$ cat config.mk
export PLATFORM = sky130hd
export DESIGN_NAME = common_prime_divisor_pair_counter
export DESIGN_NICKNAME = d
export VERILOG_FILES = /design/src/rtl/cpd_pkg.sv /design/src/rtl/cpd_datapath.sv /design/src/rtl/cpd_ctrl.sv /design/src/rtl/common_prime_divisor_pair_counter.sv
export VERILOG_INCLUDE_DIRS = /design/src /design/src/rtl
export SDC_FILE = /design/constraint.sdc
export NUM_CORES = 1
export LEC_CHECK = 0
export BUFFER_PORTS_ARGS = -buffer_cell sky130_fd_sc_hd__buf_2
export CAP_MARGIN = 10
export CORE_UTILIZATION = 38
export CTS_BUF_LIST = sky130_fd_sc_hd__clkbuf_2 sky130_fd_sc_hd__clkbuf_4 sky130_fd_sc_hd__clkbuf_8
export DETAILED_ROUTE_END_ITERATION = 8
export PLACE_DENSITY = 0.51
export REMOVE_ABC_BUFFERS = 1
export SLEW_MARGIN = 20
export SYNTH_ARGS = -nofsm -noshare
export SYNTH_HDL_FRONTEND = slang
export SYNTH_SLANG_ARGS = --single-unit
$ cat constraint.sdc
create_clock -name clk -period 10.85 [get_ports clk]
set_clock_uncertainty 0.1 [all_clocks]
set_input_delay 1.085 -clock clk [delete_from_list [all_inputs] [get_ports clk]]
set_output_delay 1.085 -clock clk [all_outputs]
set_load 0.01 [all_outputs]
$ cat src/rtl/common_prime_divisor_pair_counter_macros.svh
// ----------------------------------------------------------------------------
// common prime divisor pair counter assertion macros
// shared concurrent assertion forms for the rtl modules
// ----------------------------------------------------------------------------
`ifndef COMMON_PRIME_DIVISOR_PAIR_COUNTER_MACROS_SVH
`define COMMON_PRIME_DIVISOR_PAIR_COUNTER_MACROS_SVH

// same-cycle implication
`define CPD_ASSERT_NOW(label, clk, rst_n, ante, cons) \
    label: assert property (@(posedge clk) disable iff (!rst_n) (ante) |-> (cons)) \
        else $error("cpd assertion failed");

// next-cycle implication
`define CPD_ASSERT_NEXT(label, clk, rst_n, ante, cons) \
    label: assert property (@(posedge clk) disable iff (!rst_n) (ante) |=> (cons)) \
        else $error("cpd assertion failed");

`endif

$ cat src/rtl/cpd_pkg.sv
// ----------------------------------------------------------------------------
// cpd_pkg
// shared widths, state and command types of the prime divisor pair counter
// ----------------------------------------------------------------------------
`default_nettype none

package cpd_pkg;

    localparam int OP_W   = 31;
    localparam int CNT_W  = 16;
    localparam int TWOS_W = $clog2(OP_W + 1);
    localparam int DCNT_W = $clog2(OP_W + 1);

    typedef enum logic [3:0] {
        S_IDLE,
        S_CHECK,
        S_GCD_D,
        S_TEST_D,
        S_DIV,
        S_TEST_Q,
        S_GCD_T,
        S_TEST_T,
        S_DONE
    } state_t;

    typedef enum logic {
        GCD_AB,
        GCD_QD
    } gcd_src_t;

    typedef enum logic [1:0] {
        DIV_A_D,
        DIV_B_D,
        DIV_Q_G
    } div_src_t;

    typedef struct packed {
        logic     load;
        logic     gcd_start;
        gcd_src_t gcd_src;
        logic     gcd_step;
        logic     save_d;
        logic     div_start;
        div_src_t div_src;
        logic     div_step;
        logic     save_q;
    } cmd_t;

    typedef struct packed {
        logic bad;
        logic gcd_done;
        logic g_one;
        logic d_one;
        logic ab_equal;
        logic q_one;
        logic div_done;
    } stat_t;

endpackage

`default_nettype wire

$ cat src/rtl/cpd_datapath.sv
// ----------------------------------------------------------------------------
// cpd_datapath
// operand registers, one-step binary gcd unit and bit-serial divider
// ----------------------------------------------------------------------------
`default_nettype none

module cpd_datapath
(
    input  wire logic                     clk,
    input  wire logic [cpd_pkg::OP_W-1:0] operand_a,
    input  wire logic [cpd_pkg::OP_W-1:0] operand_b,
    input  wire cpd_pkg::cmd_t            cmd,
    output cpd_pkg::stat_t                stat
);

    logic [cpd_pkg::OP_W-1:0]   a_reg, b_reg, d_reg, q_reg;
    logic [cpd_pkg::OP_W-1:0]   x_reg, y_reg, x_next, y_next;
    logic [cpd_pkg::TWOS_W-1:0] twos_reg, twos_next;
    logic [cpd_pkg::OP_W-1:0]   num_reg, rem_reg, den_reg;
    logic [cpd_pkg::DCNT_W-1:0] dcnt_reg;
    logic [cpd_pkg::OP_W-1:0]   gcd_val;
    logic [cpd_pkg::OP_W:0]     rem_sh, rem_diff;
    logic                       rem_ge;

    assign gcd_val = x_reg << twos_reg;

    // one stein step
    always_comb
    begin
        x_next    = x_reg;
        y_next    = y_reg;
        twos_next = twos_reg;
        priority if (!x_reg[0] && !y_reg[0])
        begin
            x_next    = x_reg >> 1;
            y_next    = y_reg >> 1;
            twos_next = twos_reg + 1'b1;
        end
        else if (!x_reg[0])
        begin
            x_next = x_reg >> 1;
        end
        else if (y_reg == '0)
        begin
            y_next = y_reg;
        end
        else if (!y_reg[0])
        begin
            y_next = y_reg >> 1;
        end
        else if (x_reg > y_reg)
        begin
            x_next = y_reg;
            y_next = x_reg - y_reg;
        end
        else
        begin
            y_next = y_reg - x_reg;
        end
    end

    // restoring division step
    assign rem_sh   = {rem_reg, num_reg[cpd_pkg::OP_W-1]};
    assign rem_diff = rem_sh - {1'b0, den_reg};
    assign rem_ge   = rem_sh >= {1'b0, den_reg};

    always_ff @(posedge clk)
    begin
        if (cmd.load)
        begin
            a_reg <= operand_a;
            b_reg <= operand_b;
        end
        if (cmd.gcd_start)
        begin
            unique case (cmd.gcd_src)
                cpd_pkg::GCD_AB:
                begin
                    x_reg <= a_reg;
                    y_reg <= b_reg;
                end
                cpd_pkg::GCD_QD:
                begin
                    x_reg <= q_reg;
                    y_reg <= d_reg;
                end
                default:
                begin
                    x_reg <= a_reg;
                    y_reg <= b_reg;
                end
            endcase
            twos_reg <= '0;
        end
        else if (cmd.gcd_step)
        begin
            x_reg    <= x_next;
            y_reg    <= y_next;
            twos_reg <= twos_next;
        end
        if (cmd.save_d)
        begin
            d_reg <= gcd_val;
        end
        if (cmd.div_start)
        begin
            unique case (cmd.div_src)
                cpd_pkg::DIV_A_D:
                begin
                    num_reg <= a_reg;
                    den_reg <= d_reg;
                end
                cpd_pkg::DIV_B_D:
                begin
                    num_reg <= b_reg;
                    den_reg <= d_reg;
                end
                default:
                begin
                    num_reg <= q_reg;
                    den_reg <= gcd_val;
                end
            endcase
            rem_reg  <= '0;
            dcnt_reg <= '0;
        end
        else if (cmd.div_step)
        begin
            rem_reg  <= rem_ge ? rem_diff[cpd_pkg::OP_W-1:0] : rem_sh[cpd_pkg::OP_W-1:0];
            num_reg  <= {num_reg[cpd_pkg::OP_W-2:0], rem_ge};
            dcnt_reg <= dcnt_reg + 1'b1;
        end
        if (cmd.save_q)
        begin
            q_reg <= num_reg;
        end
    end

    assign stat.bad      = (a_reg == '0) || (b_reg == '0);
    assign stat.gcd_done = x_reg[0] && (y_reg == '0);
    assign stat.g_one    = gcd_val == cpd_pkg::OP_W'(1);
    assign stat.d_one    = d_reg == cpd_pkg::OP_W'(1);
    assign stat.ab_equal = a_reg == b_reg;
    assign stat.q_one    = q_reg == cpd_pkg::OP_W'(1);
    assign stat.div_done = dcnt_reg == cpd_pkg::DCNT_W'(cpd_pkg::OP_W);

endmodule

`default_nettype wire

$ cat src/rtl/cpd_ctrl.sv
// ----------------------------------------------------------------------------
// cpd_ctrl
// sequencer for gcd, quotient reduction and result handoff
// ----------------------------------------------------------------------------
`default_nettype none

`include "common_prime_divisor_pair_counter_macros.svh"

module cpd_ctrl
(
    input  wire logic           clk,
    input  wire logic           rst_n,
    input  wire logic           accept,
    input  wire logic           out_free,
    input  wire cpd_pkg::stat_t stat,
    output cpd_pkg::cmd_t       cmd,
    output logic                idle,
    output logic                finish,
    output logic                same,
    output logic                bad
);

    cpd_pkg::state_t state_reg, state_next;
    logic sel_b_reg, sel_b_next;
    logic same_reg, same_next;
    logic bad_reg, bad_next;

    always_ff @(posedge clk or negedge rst_n)
    begin
        if (!rst_n)
        begin
            state_reg <= cpd_pkg::S_IDLE;
            sel_b_reg <= 1'b0;
            same_reg  <= 1'b0;
            bad_reg   <= 1'b0;
        end
        else
        begin
            state_reg <= state_next;
            sel_b_reg <= sel_b_next;
            same_reg  <= same_next;
            bad_reg   <= bad_next;
        end
    end

    // next state
    always_comb
    begin
        state_next = state_reg;
        sel_b_next = sel_b_reg;
        same_next  = same_reg;
        bad_next   = bad_reg;
        unique case (state_reg)
            cpd_pkg::S_IDLE:
            begin
                if (accept)
                begin
                    state_next = cpd_pkg::S_CHECK;
                end
            end
            cpd_pkg::S_CHECK:
            begin
                sel_b_next = 1'b0;
                same_next  = 1'b0;
                bad_next   = stat.bad;
                state_next = stat.bad ? cpd_pkg::S_DONE : cpd_pkg::S_GCD_D;
            end
            cpd_pkg::S_GCD_D:
            begin
                if (stat.gcd_done)
                begin
                    state_next = cpd_pkg::S_TEST_D;
                end
            end
            cpd_pkg::S_TEST_D:
            begin
                state_next = (stat.d_one && !stat.ab_equal) ? cpd_pkg::S_DONE : cpd_pkg::S_DIV;
            end
            cpd_pkg::S_DIV:
            begin
                if (stat.div_done)
                begin
                    state_next = cpd_pkg::S_TEST_Q;
                end
            end
            cpd_pkg::S_TEST_Q:
            begin
                if (!stat.q_one)
                begin
                    state_next = cpd_pkg::S_GCD_T;
                end
                else if (!sel_b_reg)
                begin
                    sel_b_next = 1'b1;
                    state_next = cpd_pkg::S_DIV;
                end
                else
                begin
                    same_next  = 1'b1;
                    state_next = cpd_pkg::S_DONE;
                end
            end
            cpd_pkg::S_GCD_T:
            begin
                if (stat.gcd_done)
                begin
                    state_next = cpd_pkg::S_TEST_T;
                end
            end
            cpd_pkg::S_TEST_T:
            begin
                state_next = stat.g_one ? cpd_pkg::S_DONE : cpd_pkg::S_DIV;
            end
            cpd_pkg::S_DONE:
            begin
                if (out_free)
                begin
                    state_next = cpd_pkg::S_IDLE;
                end
            end
            default:
            begin
                state_next = cpd_pkg::S_IDLE;
            end
        endcase
    end

    // outputs
    always_comb
    begin
        cmd         = '0;
        cmd.gcd_src = cpd_pkg::GCD_AB;
        cmd.div_src = cpd_pkg::DIV_A_D;
        idle        = 1'b0;
        finish      = 1'b0;
        unique case (state_reg)
            cpd_pkg::S_IDLE:
            begin
                idle     = 1'b1;
                cmd.load = accept;
            end
            cpd_pkg::S_CHECK:
            begin
                cmd.gcd_start = 1'b1;
            end
            cpd_pkg::S_GCD_D:
            begin
                cmd.gcd_step = !stat.gcd_done;
                cmd.save_d   = stat.gcd_done;
            end
            cpd_pkg::S_TEST_D:
            begin
                cmd.div_start = 1'b1;
            end
            cpd_pkg::S_DIV:
            begin
                cmd.div_step = !stat.div_done;
                cmd.save_q   = stat.div_done;
            end
            cpd_pkg::S_TEST_Q:
            begin
                cmd.gcd_start = !stat.q_one;
                cmd.gcd_src   = cpd_pkg::GCD_QD;
                cmd.div_start = stat.q_one && !sel_b_reg;
                cmd.div_src   = cpd_pkg::DIV_B_D;
            end
            cpd_pkg::S_GCD_T:
            begin
                cmd.gcd_step = !stat.gcd_done;
            end
            cpd_pkg::S_TEST_T:
            begin
                cmd.div_start = 1'b1;
                cmd.div_src   = cpd_pkg::DIV_Q_G;
            end
            cpd_pkg::S_DONE:
            begin
                finish = out_free;
            end
            default:
            begin
                idle = 1'b0;
            end
        endcase
    end

    assign same = same_reg;
    assign bad  = bad_reg;

    `CPD_ASSERT_NOW(a_no_same_on_bad, clk, rst_n, finish && bad_reg, !same_reg)
    `CPD_ASSERT_NEXT(a_accept_leaves_idle, clk, rst_n, accept && idle, state_reg == cpd_pkg::S_CHECK)
    `CPD_ASSERT_NOW(a_div_cmd_excl, clk, rst_n, cmd.div_start, !cmd.div_step && !cmd.gcd_step)

endmodule

`default_nettype wire

$ cat src/rtl/common_prime_divisor_pair_counter.sv
// ----------------------------------------------------------------------------
// common_prime_divisor_pair_counter
// same-prime-set test of integer pairs with a saturating match count
// ----------------------------------------------------------------------------
// one pair is worked at a time: item_stall is high from acceptance until the
// result is handed to the output register. the time a pair takes depends on
// its data, through the single shared stein gcd unit (one shift or subtract a
// cycle, used for the first gcd of the two operands and for the later ones,
// whose operands multiply to at most one operand) and the bit-serial
// restoring divider. a zero operand goes from the check state straight to the
// done state with bad_operand set. the output register lets the next pair
// start while a result is still waiting on result_stall.
`default_nettype none

`include "common_prime_divisor_pair_counter_macros.svh"

module common_prime_divisor_pair_counter
(
    input  wire logic                      clk,
    input  wire logic                      rst_n,
    input  wire logic                      item_valid,
    output logic                           item_stall,
    input  wire logic [cpd_pkg::OP_W-1:0]  operand_a,
    input  wire logic [cpd_pkg::OP_W-1:0]  operand_b,
    input  wire logic                      last_pair,
    output logic                           result_valid,
    input  wire logic                      result_stall,
    output logic                           same_primes,
    output logic [cpd_pkg::CNT_W-1:0]      match_count,
    output logic                           bad_operand,
    output logic                           set_done
);

    cpd_pkg::cmd_t  cmd;
    cpd_pkg::stat_t stat;
    logic idle, finish, same, bad, accept, out_free;

    // running count and the pair's set-end flag
    logic [cpd_pkg::CNT_W-1:0] cnt_reg, cnt_next;
    logic                      last_reg;

    // output transaction register
    logic                      out_valid_reg;
    logic                      same_reg, bad_reg, done_reg;
    logic [cpd_pkg::CNT_W-1:0] shown_reg;

    assign item_stall = !idle;
    assign accept     = item_valid && idle;
    assign out_free   = !out_valid_reg || !result_stall;

    cpd_ctrl u_ctrl
    (
        .clk      (clk),
        .rst_n    (rst_n),
        .accept   (accept),
        .out_free (out_free),
        .stat     (stat),
        .cmd      (cmd),
        .idle     (idle),
        .finish   (finish),
        .same     (same),
        .bad      (bad)
    );

    cpd_datapath u_datapath
    (
        .clk       (clk),
        .operand_a (operand_a),
        .operand_b (operand_b),
        .cmd       (cmd),
        .stat      (stat)
    );

    // saturating increment on a match
    assign cnt_next = (same && (cnt_reg != {cpd_pkg::CNT_W{1'b1}})) ? cnt_reg + 1'b1 : cnt_reg;

    always_ff @(posedge clk or negedge rst_n)
    begin
        if (!rst_n)
        begin
            cnt_reg       <= '0;
            out_valid_reg <= 1'b0;
        end
        else
        begin
            if (finish)
            begin
                cnt_reg       <= last_reg ? '0 : cnt_next;
                out_valid_reg <= 1'b1;
            end
            else if (!result_stall)
            begin
                out_valid_reg <= 1'b0;
            end
        end
    end

    always_ff @(posedge clk)
    begin
        if (accept)
        begin
            last_reg <= last_pair;
        end
        if (finish)
        begin
            same_reg  <= same;
            bad_reg   <= bad;
            done_reg  <= last_reg;
            shown_reg <= cnt_next;
        end
    end

    assign result_valid = out_valid_reg;
    assign same_primes  = same_reg;
    assign bad_operand  = bad_reg;
    assign set_done     = done_reg;
    assign match_count  = shown_reg;

    `CPD_ASSERT_NOW(a_no_overwrite, clk, rst_n, finish, !(out_valid_reg && result_stall))
    `CPD_ASSERT_NEXT(a_stall_after_accept, clk, rst_n, accept, item_stall)
    `CPD_ASSERT_NEXT(a_clear_after_last, clk, rst_n, finish && last_reg, cnt_reg == '0)

endmodule

`default_nettype wire

## Word level (Yosys, flattened, before mapping)

Cells that the tools add are included.

| operators by class | value |
|---|---|
| reduce and logical (&&, ||, !) cells | 36 |
| bitwise logic cells | 1 |
| order comparisons | 2 |
| $add $sub $neg | 6 |
| eq/ne operators | 27 |
| mux-type cells | 51 |
| shift operators | 1 |

Operator list:

| cell | number |
|---|---|
| 2-to-1 mux 31 bit | 18 |
| one-hot mux 31 bit (2 select lines) | 3 |
| equality test 31 x 1 -> 1 bit, second input constant | 3 |
| zero test 31 bit | 3 |
| subtractor 31 bit | 3 |
| 2-to-1 mux 4 bit | 10 |
| one-hot mux 4 bit (9 select lines) | 1 |
| greater-or-equal comparator 32 x 31 -> 1 bit | 1 |
| 2-to-1 mux 16 bit | 2 |
| equality test 31 bit | 1 |
| > comparator 31 bit | 1 |
| << shifter 31 x 5 -> 31 bit | 1 |
| adder 16 x 1 -> 16 bit, second input constant | 1 |
| equality test 4 x 3 -> 1 bit, second input constant | 4 |
| inequality test 16 bit, second input constant | 1 |
| inequality test 2 x 1 -> 1 bit, second input constant | 8 |
| inequality test 4 bit, second input constant | 3 |
| 2-to-1 mux 1 bit | 11 |
| adder 5 x 1 -> 5 bit, second input constant | 2 |
| zero test 1 bit | 10 |
| equality test 4 x 2 -> 1 bit, second input constant | 2 |
| one-hot mux 1 bit (2 select lines) | 4 |
| logical AND 1 bit | 6 |
| AND reduction 3 bit | 2 |
| 17 further kinds | 23 |

| word-level totals | value |
|---|---|
| register bits | 333 |
| logic and storage cells | 147 |
| output and inout bits | 21 |
| bits of input ports | 67 |

## Depth between registers and ports, before layout

Gate-level depths: netlist of the first run.

| depth | value |
|---|---|
| word-level depth | 8 |
| mapped depth | 14 |
| mapped depth without buffers | 13 |

## Modules after synthesis

Synthesis of the first run repeated with hierarchy kept, for this count alone.

| unflattened totals | value |
|---|---|
| cells, all modules | 2277 |
| area total of the unflattened synthesis | 22230.1 um^2 |

By module, submodules not included:

| module | sequential area each (um^2) | area an instance (um^2) | times used | cells each |
|---|---|---|---|---|
| cpd_datapath | 8267.9 | 19814.0 | 1 | 2044 |
| common_prime_divisor_pair_counter | 1026.0 | 1911.8 | 1 | 171 |
| cpd_ctrl | 175.2 | 504.2 | 1 | 62 |

## Worst setup path before layout of the first run

OpenSTA, ideal clock, no wires.

| timing | value |
|---|---|
| path type | reg2reg |
| from | register u_datapath.y_reg[21] in the netlist's numbering |
| to | register u_datapath.d_reg[0] in the netlist's numbering, enable pin |
| stages on the path, launching flop included | 6 |
| period minus slack after synthesis | 4.680 ns |
| arrival time | 4.083 ns |
| buffers on the path | 0 |
| required time | 10.253 ns |
| setup slack | 6.170 ns |
| library setup time | 0.497 ns |
| cells stage by stage | edfxtp_1 -> nor4_1 -> nand4_1 -> nor2_1 -> nand2_1 -> nor4_1 |

RTL lines:

| item | line | text |
|---|---|---|
| start: declaration | cpd_datapath.sv:17 | `logic [cpd_pkg::OP_W-1:0] x_reg, y_reg, x_next, y_next;` |
| start signal: assignment | cpd_datapath.sv:80 | `y_reg <= b_reg;` |
| start signal: assignment | cpd_datapath.sv:85 | `y_reg <= d_reg;` |
| start signal: assignment | cpd_datapath.sv:90 | `y_reg <= b_reg;` |
| end signal: assignment | cpd_datapath.sv:103 | `d_reg <= gcd_val;` |
| end: declaration | cpd_datapath.sv:16 | `logic [cpd_pkg::OP_W-1:0] a_reg, b_reg, d_reg, q_reg;` |

## Worst setup path after layout of the first run

| timing | value |
|---|---|
| from | register u_datapath.y_reg[28] in the netlist's numbering |
| to | register u_datapath.y_reg[24] in the netlist's numbering, data pin |

| on the way | value |
|---|---|
| word-level cells in the longest chain between the ends | 8 |

Ends and longest elaborated chain:

| item | line | text |
|---|---|---|
| > comparator 31 bit | cpd_datapath.sv:51 | `else if (x_reg > y_reg)` |
| 2-to-1 mux 31 bit | cpd_datapath.sv:51 |  |
| 2-to-1 mux 31 bit | cpd_datapath.sv:47 | `else if (!y_reg[0])` |
| 2-to-1 mux 31 bit | cpd_datapath.sv:43 | `else if (y_reg == '0)` |
| 2-to-1 mux 31 bit | cpd_datapath.sv:39 | `else if (!x_reg[0])` |
| 2-to-1 mux 31 bit | cpd_datapath.sv:33 | `priority if (!x_reg[0] && !y_reg[0])` |
| 2-to-1 mux 31 bit | cpd_datapath.sv:95 | `else if (cmd.gcd_step)` |
| 2-to-1 mux 31 bit | cpd_datapath.sv:74 | `if (cmd.gcd_start)` |

No other way between the ends. The select of a mux whose other input is x is not followed.
A chain may end at the register's enable or synchronous reset.

==> impl_metrics.ini, run 1 <==
[critical_path]
crit_chain = inv_1, ha_1, nand2_1, nor4_1, nand3_1, o21ai_0, a21o_1, mux2i_1, o221ai_1, mux2i_1, o311a_1
critical_path_arrival_ns = 4.94
startpoint_type = flop
critPathRequiredTime_ns = 11.18
r2r-start = u_datapath.y_reg[28]
worstRegToRegCells = 11
worstSetupPathType = reg2reg
r2r_setup_slack_ns = 6.24
worst_setup_path_end_kind = flop
cpPeakStageDelay_ns = 0.90
cp-startpoint = u_datapath.y_reg[28]
cpMostUsedCell = mux2i_1
path_max_fanout = 24
critPathSlowestCell = a21o_1

[routing]
drt_first_pass_iters = 5
initialDrtViolationCount = 1549
via_per_inst = 5.89
ant_nets = 0
drt-wirelength-per-cell_um = 24.1
vias = 18500
wl_um = 75600
drcViolationCount = 0

[sta]
period_share = 0.425
fmax_ghz = 0.217
worstMarginPinSlew_ns = 1.15
setup_tns_ns = 0
rsz0062_at_grt = no
hold_viol = 0
setup_viol = 0
relSlewSlack = 0.234
whs_ns = 0.299
slew_violations = 0
fin_crit_ns = 4.61
setup_slack_ns = 6.24

[clock_tree]
post_cts.repair.setup_buffers = 0
cts-resized-gates = 0
htreeDepth = 2
cts_buffer_depth = 3
cts_sinks = 333
cts-root-buf = clkbuf_8
tritoncts = yes
clk_latency_ns = 0.70
holdBufCountCts = 0
numCtsBuffers = 57
path_clk_slew_ns = 0.07

[finish]
area_delta_synth_final_pct = 10.5
nNetsFinal = 2498
stdcell_count = 3132
drive_above_1_share = 0.133
stdcell_area_um2 = 24200
final_util = 0.427
antennaDiodeCount = 0

[global_routing]
grt_usage = 0.254
antenna_found_initial = 0
grt_pass1_wl_um = 114000
grt_max_degree = 105
grt_overflow = 0
grt_pass1_vias = 17800

[placement]
dpl_cell_area_um2 = 22900
place_congestion = 0.953
placedCellCount = 3027
hpwl_um = 56500
numPortBuffers = 87
place_worst_setup_slack_ns = 6.41

[yosys]
yosysWarningCount = 0
yosysTopAreaCellShare = 0.368
synth_edf_count = 268
avgSynthCellArea_um2 = 9.53
synth.area.top_cells = edfxtp_1, ha_1, nand2_1
yosys_register_bits = 333
ys_types = 78
synthTopCellsByCount = nand2_1, edfxtp_1, o21ai_0
ys.flop_type = edfxtp_1
synth.most_common_cell = nand2_1
synth_area_um2 = 21900
async_flop_share = 0.0721
synth_top_cell_by_area = edfxtp_1
yosysSeqAreaShare = 0.433
syn_inst = 2296

[floorplan]
ios = 88
fp.dieW_um = 242
dieHeight_um = 242
placementRows = 87
dieArea_um2 = 58500
floorplan.initialDensity = 0.386
coreArea_um2 = 56600

[power_and_ir_drop]
p_total_mw = 8.10
powerDensity_nw_per_um2 = 335
irDropWorstVdd_uv = 145
leakagePower_nw = 9.75

[job]
drv_cap = 0

[hold_path]
min-delay-path-class = in2async

[status]
outcome = finished clean
-- critical path, delay by kind of cell (launching register included) --
family	cells	cell delay, ns
AOI/OAI and AO/OA	4	1.51
muxes	2	0.62
DFF	1	0.56
and+or+nand+nor	3	0.98
adders and majority gates	1	0.48
buffers and inverters	1	0.09
-- final cells by class --
class / count / area [µm²]
Clock buffer: 78 / 967
Sequential cell: 333 / 9470
Multi-Input combinational cell: 1696 / 11400
Fill cell: 5592 / 32400
Clock inverter: 27 / 262
Tap cell: 756 / 946
Inverter: 130 / 488
Timing Repair Buffer: 112 / 623
-- power by group --
group | switching [mW] | internal (mW) | total [mW]
registers | 0.420 | 1.90 | 2.33
clock network | 0.578 | 0.682 | 1.26
logic | 2.85 | 1.67 | 4.51
-- cell families after synthesis --
group,after synthesis,share of synthesized area
compound gates,586,0.173
xor+xnor,90,0.0360
fa+ha+maj,101,0.0588
buf+inv,267,0.0487
flops,333,0.433
mux,136,0.0838
simple gates,783,0.166
-- cells in the final DEF, fill, tap and decap left out, drive strengths merged, types with 23 or more instances in the layout --
| cell | synthesis | routed |
|---|---|---|
| nor2 | 123 | 123 |
| a31oi | 48 | 48 |
| nor3 | 48 | 48 |
| xor2 | 38 | 38 |
| mux4 | 33 | 33 |
| and3 | 24 | 24 |
| nor4 | 49 | 49 |
| buf | 37 | 112 |
| clkbuf | 100 | 78 |
| dfrtp | 24 | 24 |
| mux2i | 59 | 59 |
| o211a | 28 | 28 |
| dfxtp | 41 | 41 |
| edfxtp | 268 | 268 |
| a21oi | 116 | 116 |
| nand3 | 103 | 103 |
| ha | 98 | 98 |
| a21o | 49 | 49 |
| nand4 | 30 | 30 |
| inv | 129 | 132 |
| o31ai | 23 | 23 |
| o21ai | 176 | 176 |
| o22ai | 23 | 23 |
| xnor2 | 52 | 52 |
| nand2 | 322 | 322 |
| mux2 | 44 | 44 |
-- final timing paths --
check	endpoint
max	u_datapath.y_reg[24]
min	cnt_reg[2]
max reg2reg	u_datapath.y_reg[24]
min reg2reg	u_datapath.q_reg[26]
max in group asynchronous	cnt_reg[8]
min in group clk	u_datapath.q_reg[26]
-- routing by layer --
| layer | share of wire | track usage | vias to the layer above |
|---|---|---|---|
| li1 | - | - | 8563 |
| met1 | 0.44 | 0.347 | 9084 |
| met2 | 0.46 | 0.406 | 687 |
| met3 | 0.066 | 0.0411 | 129 |
| met4 | 0.032 | 0.0858 | 0 |
| met5 | 0 | 0 | - |
No activity file was read; power rests on OpenSTA's default activity.
==> run 2, diff against run 1 <==
- clock period: 10.85 -> 4.8 ns (I/O delays scaled with it)
==> impl_metrics.ini, run 2 (synthesis gave the netlist of run 1 again) <==
[critical_path]
worstRegToRegCells = 12
critical_path_arrival_ns = 4.45
worstSetupPathType = reg2reg
cp.depth = 12
cp_top_family = compound AO/OA/AOI/OAI gates
crit_chain = inv_1, ha_1, a211o_1, a211oi_1, o21ai_1, a2111oi_4, a21o_1, buf_12, mux2i_1, o221ai_1, mux2i_1, o311a_1
critPathRequiredTime_ns = 5.15
cpMostUsedCell = mux2i_1
startpoint_type = flop
worst_setup_path_end_kind = flop
critPathSlowestCell = a2111oi_4
cpPeakStageDelay_ns = 0.51
critPathBufInv = 2
path_max_fanout = 22

[routing]
dr_wl_met2_um = 36200
drt-wirelength-per-cell_um = 24.0
via_per_inst = 5.86
vias = 18800
initialDrtViolationCount = 1793
met3WireLength_um = 5070
drt_first_pass_iters = 6
drcViolationCount = 0
met1_length_um = 33900
ant_nets = 0
highest_layer = met4
wl_um = 77200

[sta]
rsz0062_at_grt = no
fin_crit_ns = 4.10
slew_violations = 0
hold_viol = 0
setup_slack_ns = 0.700
setup_tns_ns = 0
worstMarginPinSlew_ns = 1.01
relSlewSlack = 0.324
period_share = 0.854
fmax_ghz = 0.244
setup_viol = 0

[finish]
layout_commonest_cell = nand2_1
antennaDiodeCount = 0
nNetsFinal = 2580
drive_above_1_share = 0.136
area_delta_synth_final_pct = 14.1
fillers = 5516
most-common-layout-cells = nand2_1, edfxtp_1, o21ai_0

[global_routing]
grt_usage = 0.258
grt_pass1_vias = 18200
antenna_found_initial = 0
grt_overflow = 0
grt_pass1_wl_um = 115000
grt_max_degree = 82

[clock_tree]
numCtsBuffers = 58
clk_latency_ns = 0.70
htreeDepth = 2
tritoncts = yes
cts-root-buf = clkbuf_8
cts_buffer_depth = 3
path_clk_slew_ns = 0.07
cts_sinks = 333

[floorplan]
coreArea_um2 = 56600
floorplan.initialDensity = 0.386
fp.dieW_um = 242
ios = 88
placementRows = 87
dieHeight_um = 242
dieArea_um2 = 58500

[hold_path]
min-delay-path-class = in2reg
hold_depth = 4

[power_and_ir_drop]
powerDensity_nw_per_um2 = 745
leakagePower_nw = 10.1
irDropWorstVdd_uv = 312

[placement]
numPortBuffers = 87
hpwl_um = 57700
place_worst_setup_slack_ns = 0.801
place_congestion = 0.921

[status]
outcome = finished clean

[job]
drv_cap = 0
==> run 2: changes by cell type in the layout (fill, tap and decap cells not counted), moves of 2 or more <==
cell           before  now
bufinv_16           4    2
buf_4              25   38
clkbuf_8           61   63
buf_12              0    3
clkbuf_4           17   19
dlygate4sd3_1       0   65
clkinv_2            9   14
clkinvlp_4          3    0
==> run 2: through the flow <==
stage / cells / hold WS, ns / total power [mW] / utilization / cell area [µm²]
after global routing: 3218 / 0.0827 / 19.6 / 0.441 / 25000
after CTS: 3217 / 0.0608 / 18.5 / 0.440 / 24900
after detailed placement: 3042 / 0.335 / 15.6 / 0.407 / 23100
after floorplan: 2159 / 0.0844 / 11.9 / - / 21300
final: 3218 / 0.109 / 18.6 / 0.441 / 25000
after global placement: 3042 / 0.330 / 15.6 / 0.407 / 23100
==> run 2: area by class of cell <==
class / instances / area (µm²) / share of cell area
repair buffers: 193 / 1430 / 0.0574
multi-input cells: 1696 / 11400 / 0.457
inverters: 130 / 488 / 0.0196
flip-flops and latches: 333 / 9470 / 0.380
clock buffers: 82 / 1010 / 0.0405
well taps: 756 / 946 / 0.0379
clock inverters: 28 / 210 / 0.00842
==> run 2: worst paths after layout <==
path,startpoint,end,slack (ns)
worst max register to register,u_datapath.y_reg[16],u_datapath.y_reg[24],0.70
max in group asynchronous,rst_n,cnt_reg[0],3.95
worst min-delay path,item_valid,u_ctrl.state_reg[1],0.11
worst max-delay path,u_datapath.y_reg[16],u_datapath.y_reg[24],0.70
worst min register to register,u_ctrl.bad,bad_operand,0.34
min in group asynchronous,rst_n,cnt_reg[12],0.26
==> run 2: worst register-to-register path, delay by kind of cell (launching register included) <==
| kind | cells | cell delay (ns) |
|---|---|---|
| compound gates | 7 | 1.94 |
| mux | 2 | 0.61 |
| flops | 1 | 0.47 |
| fa+ha+maj | 1 | 0.43 |
| buf+inv | 2 | 0.31 |
==> run 2: power breakdown <==
| group | internal, mW | switching [mW] | total [mW] |
|---|---|---|---|
| clock | 1.49 | 1.33 | 2.81 |
| sequential | 4.30 | 0.971 | 5.27 |
| combinational | 3.93 | 6.58 | 10.5 |
| total | 9.72 | 8.87 | 18.6 |
==> run 2: per-layer routing <==
layer | track usage | vias to the layer above
met3 | 0.0373 | 116
met2 | 0.422 | 755
met1 | 0.355 | 9253
met5 | 0 | -
li1 | - | 8723
met4 | 0.0726 | 0
==> run 2: timing repair <==
item / in CTS / in global routing
hold endpoints to repair: 88 / 0
gates resized for setup: 0 / 0
setup buffers: 0 / 0
hold buffers: 65 / 0
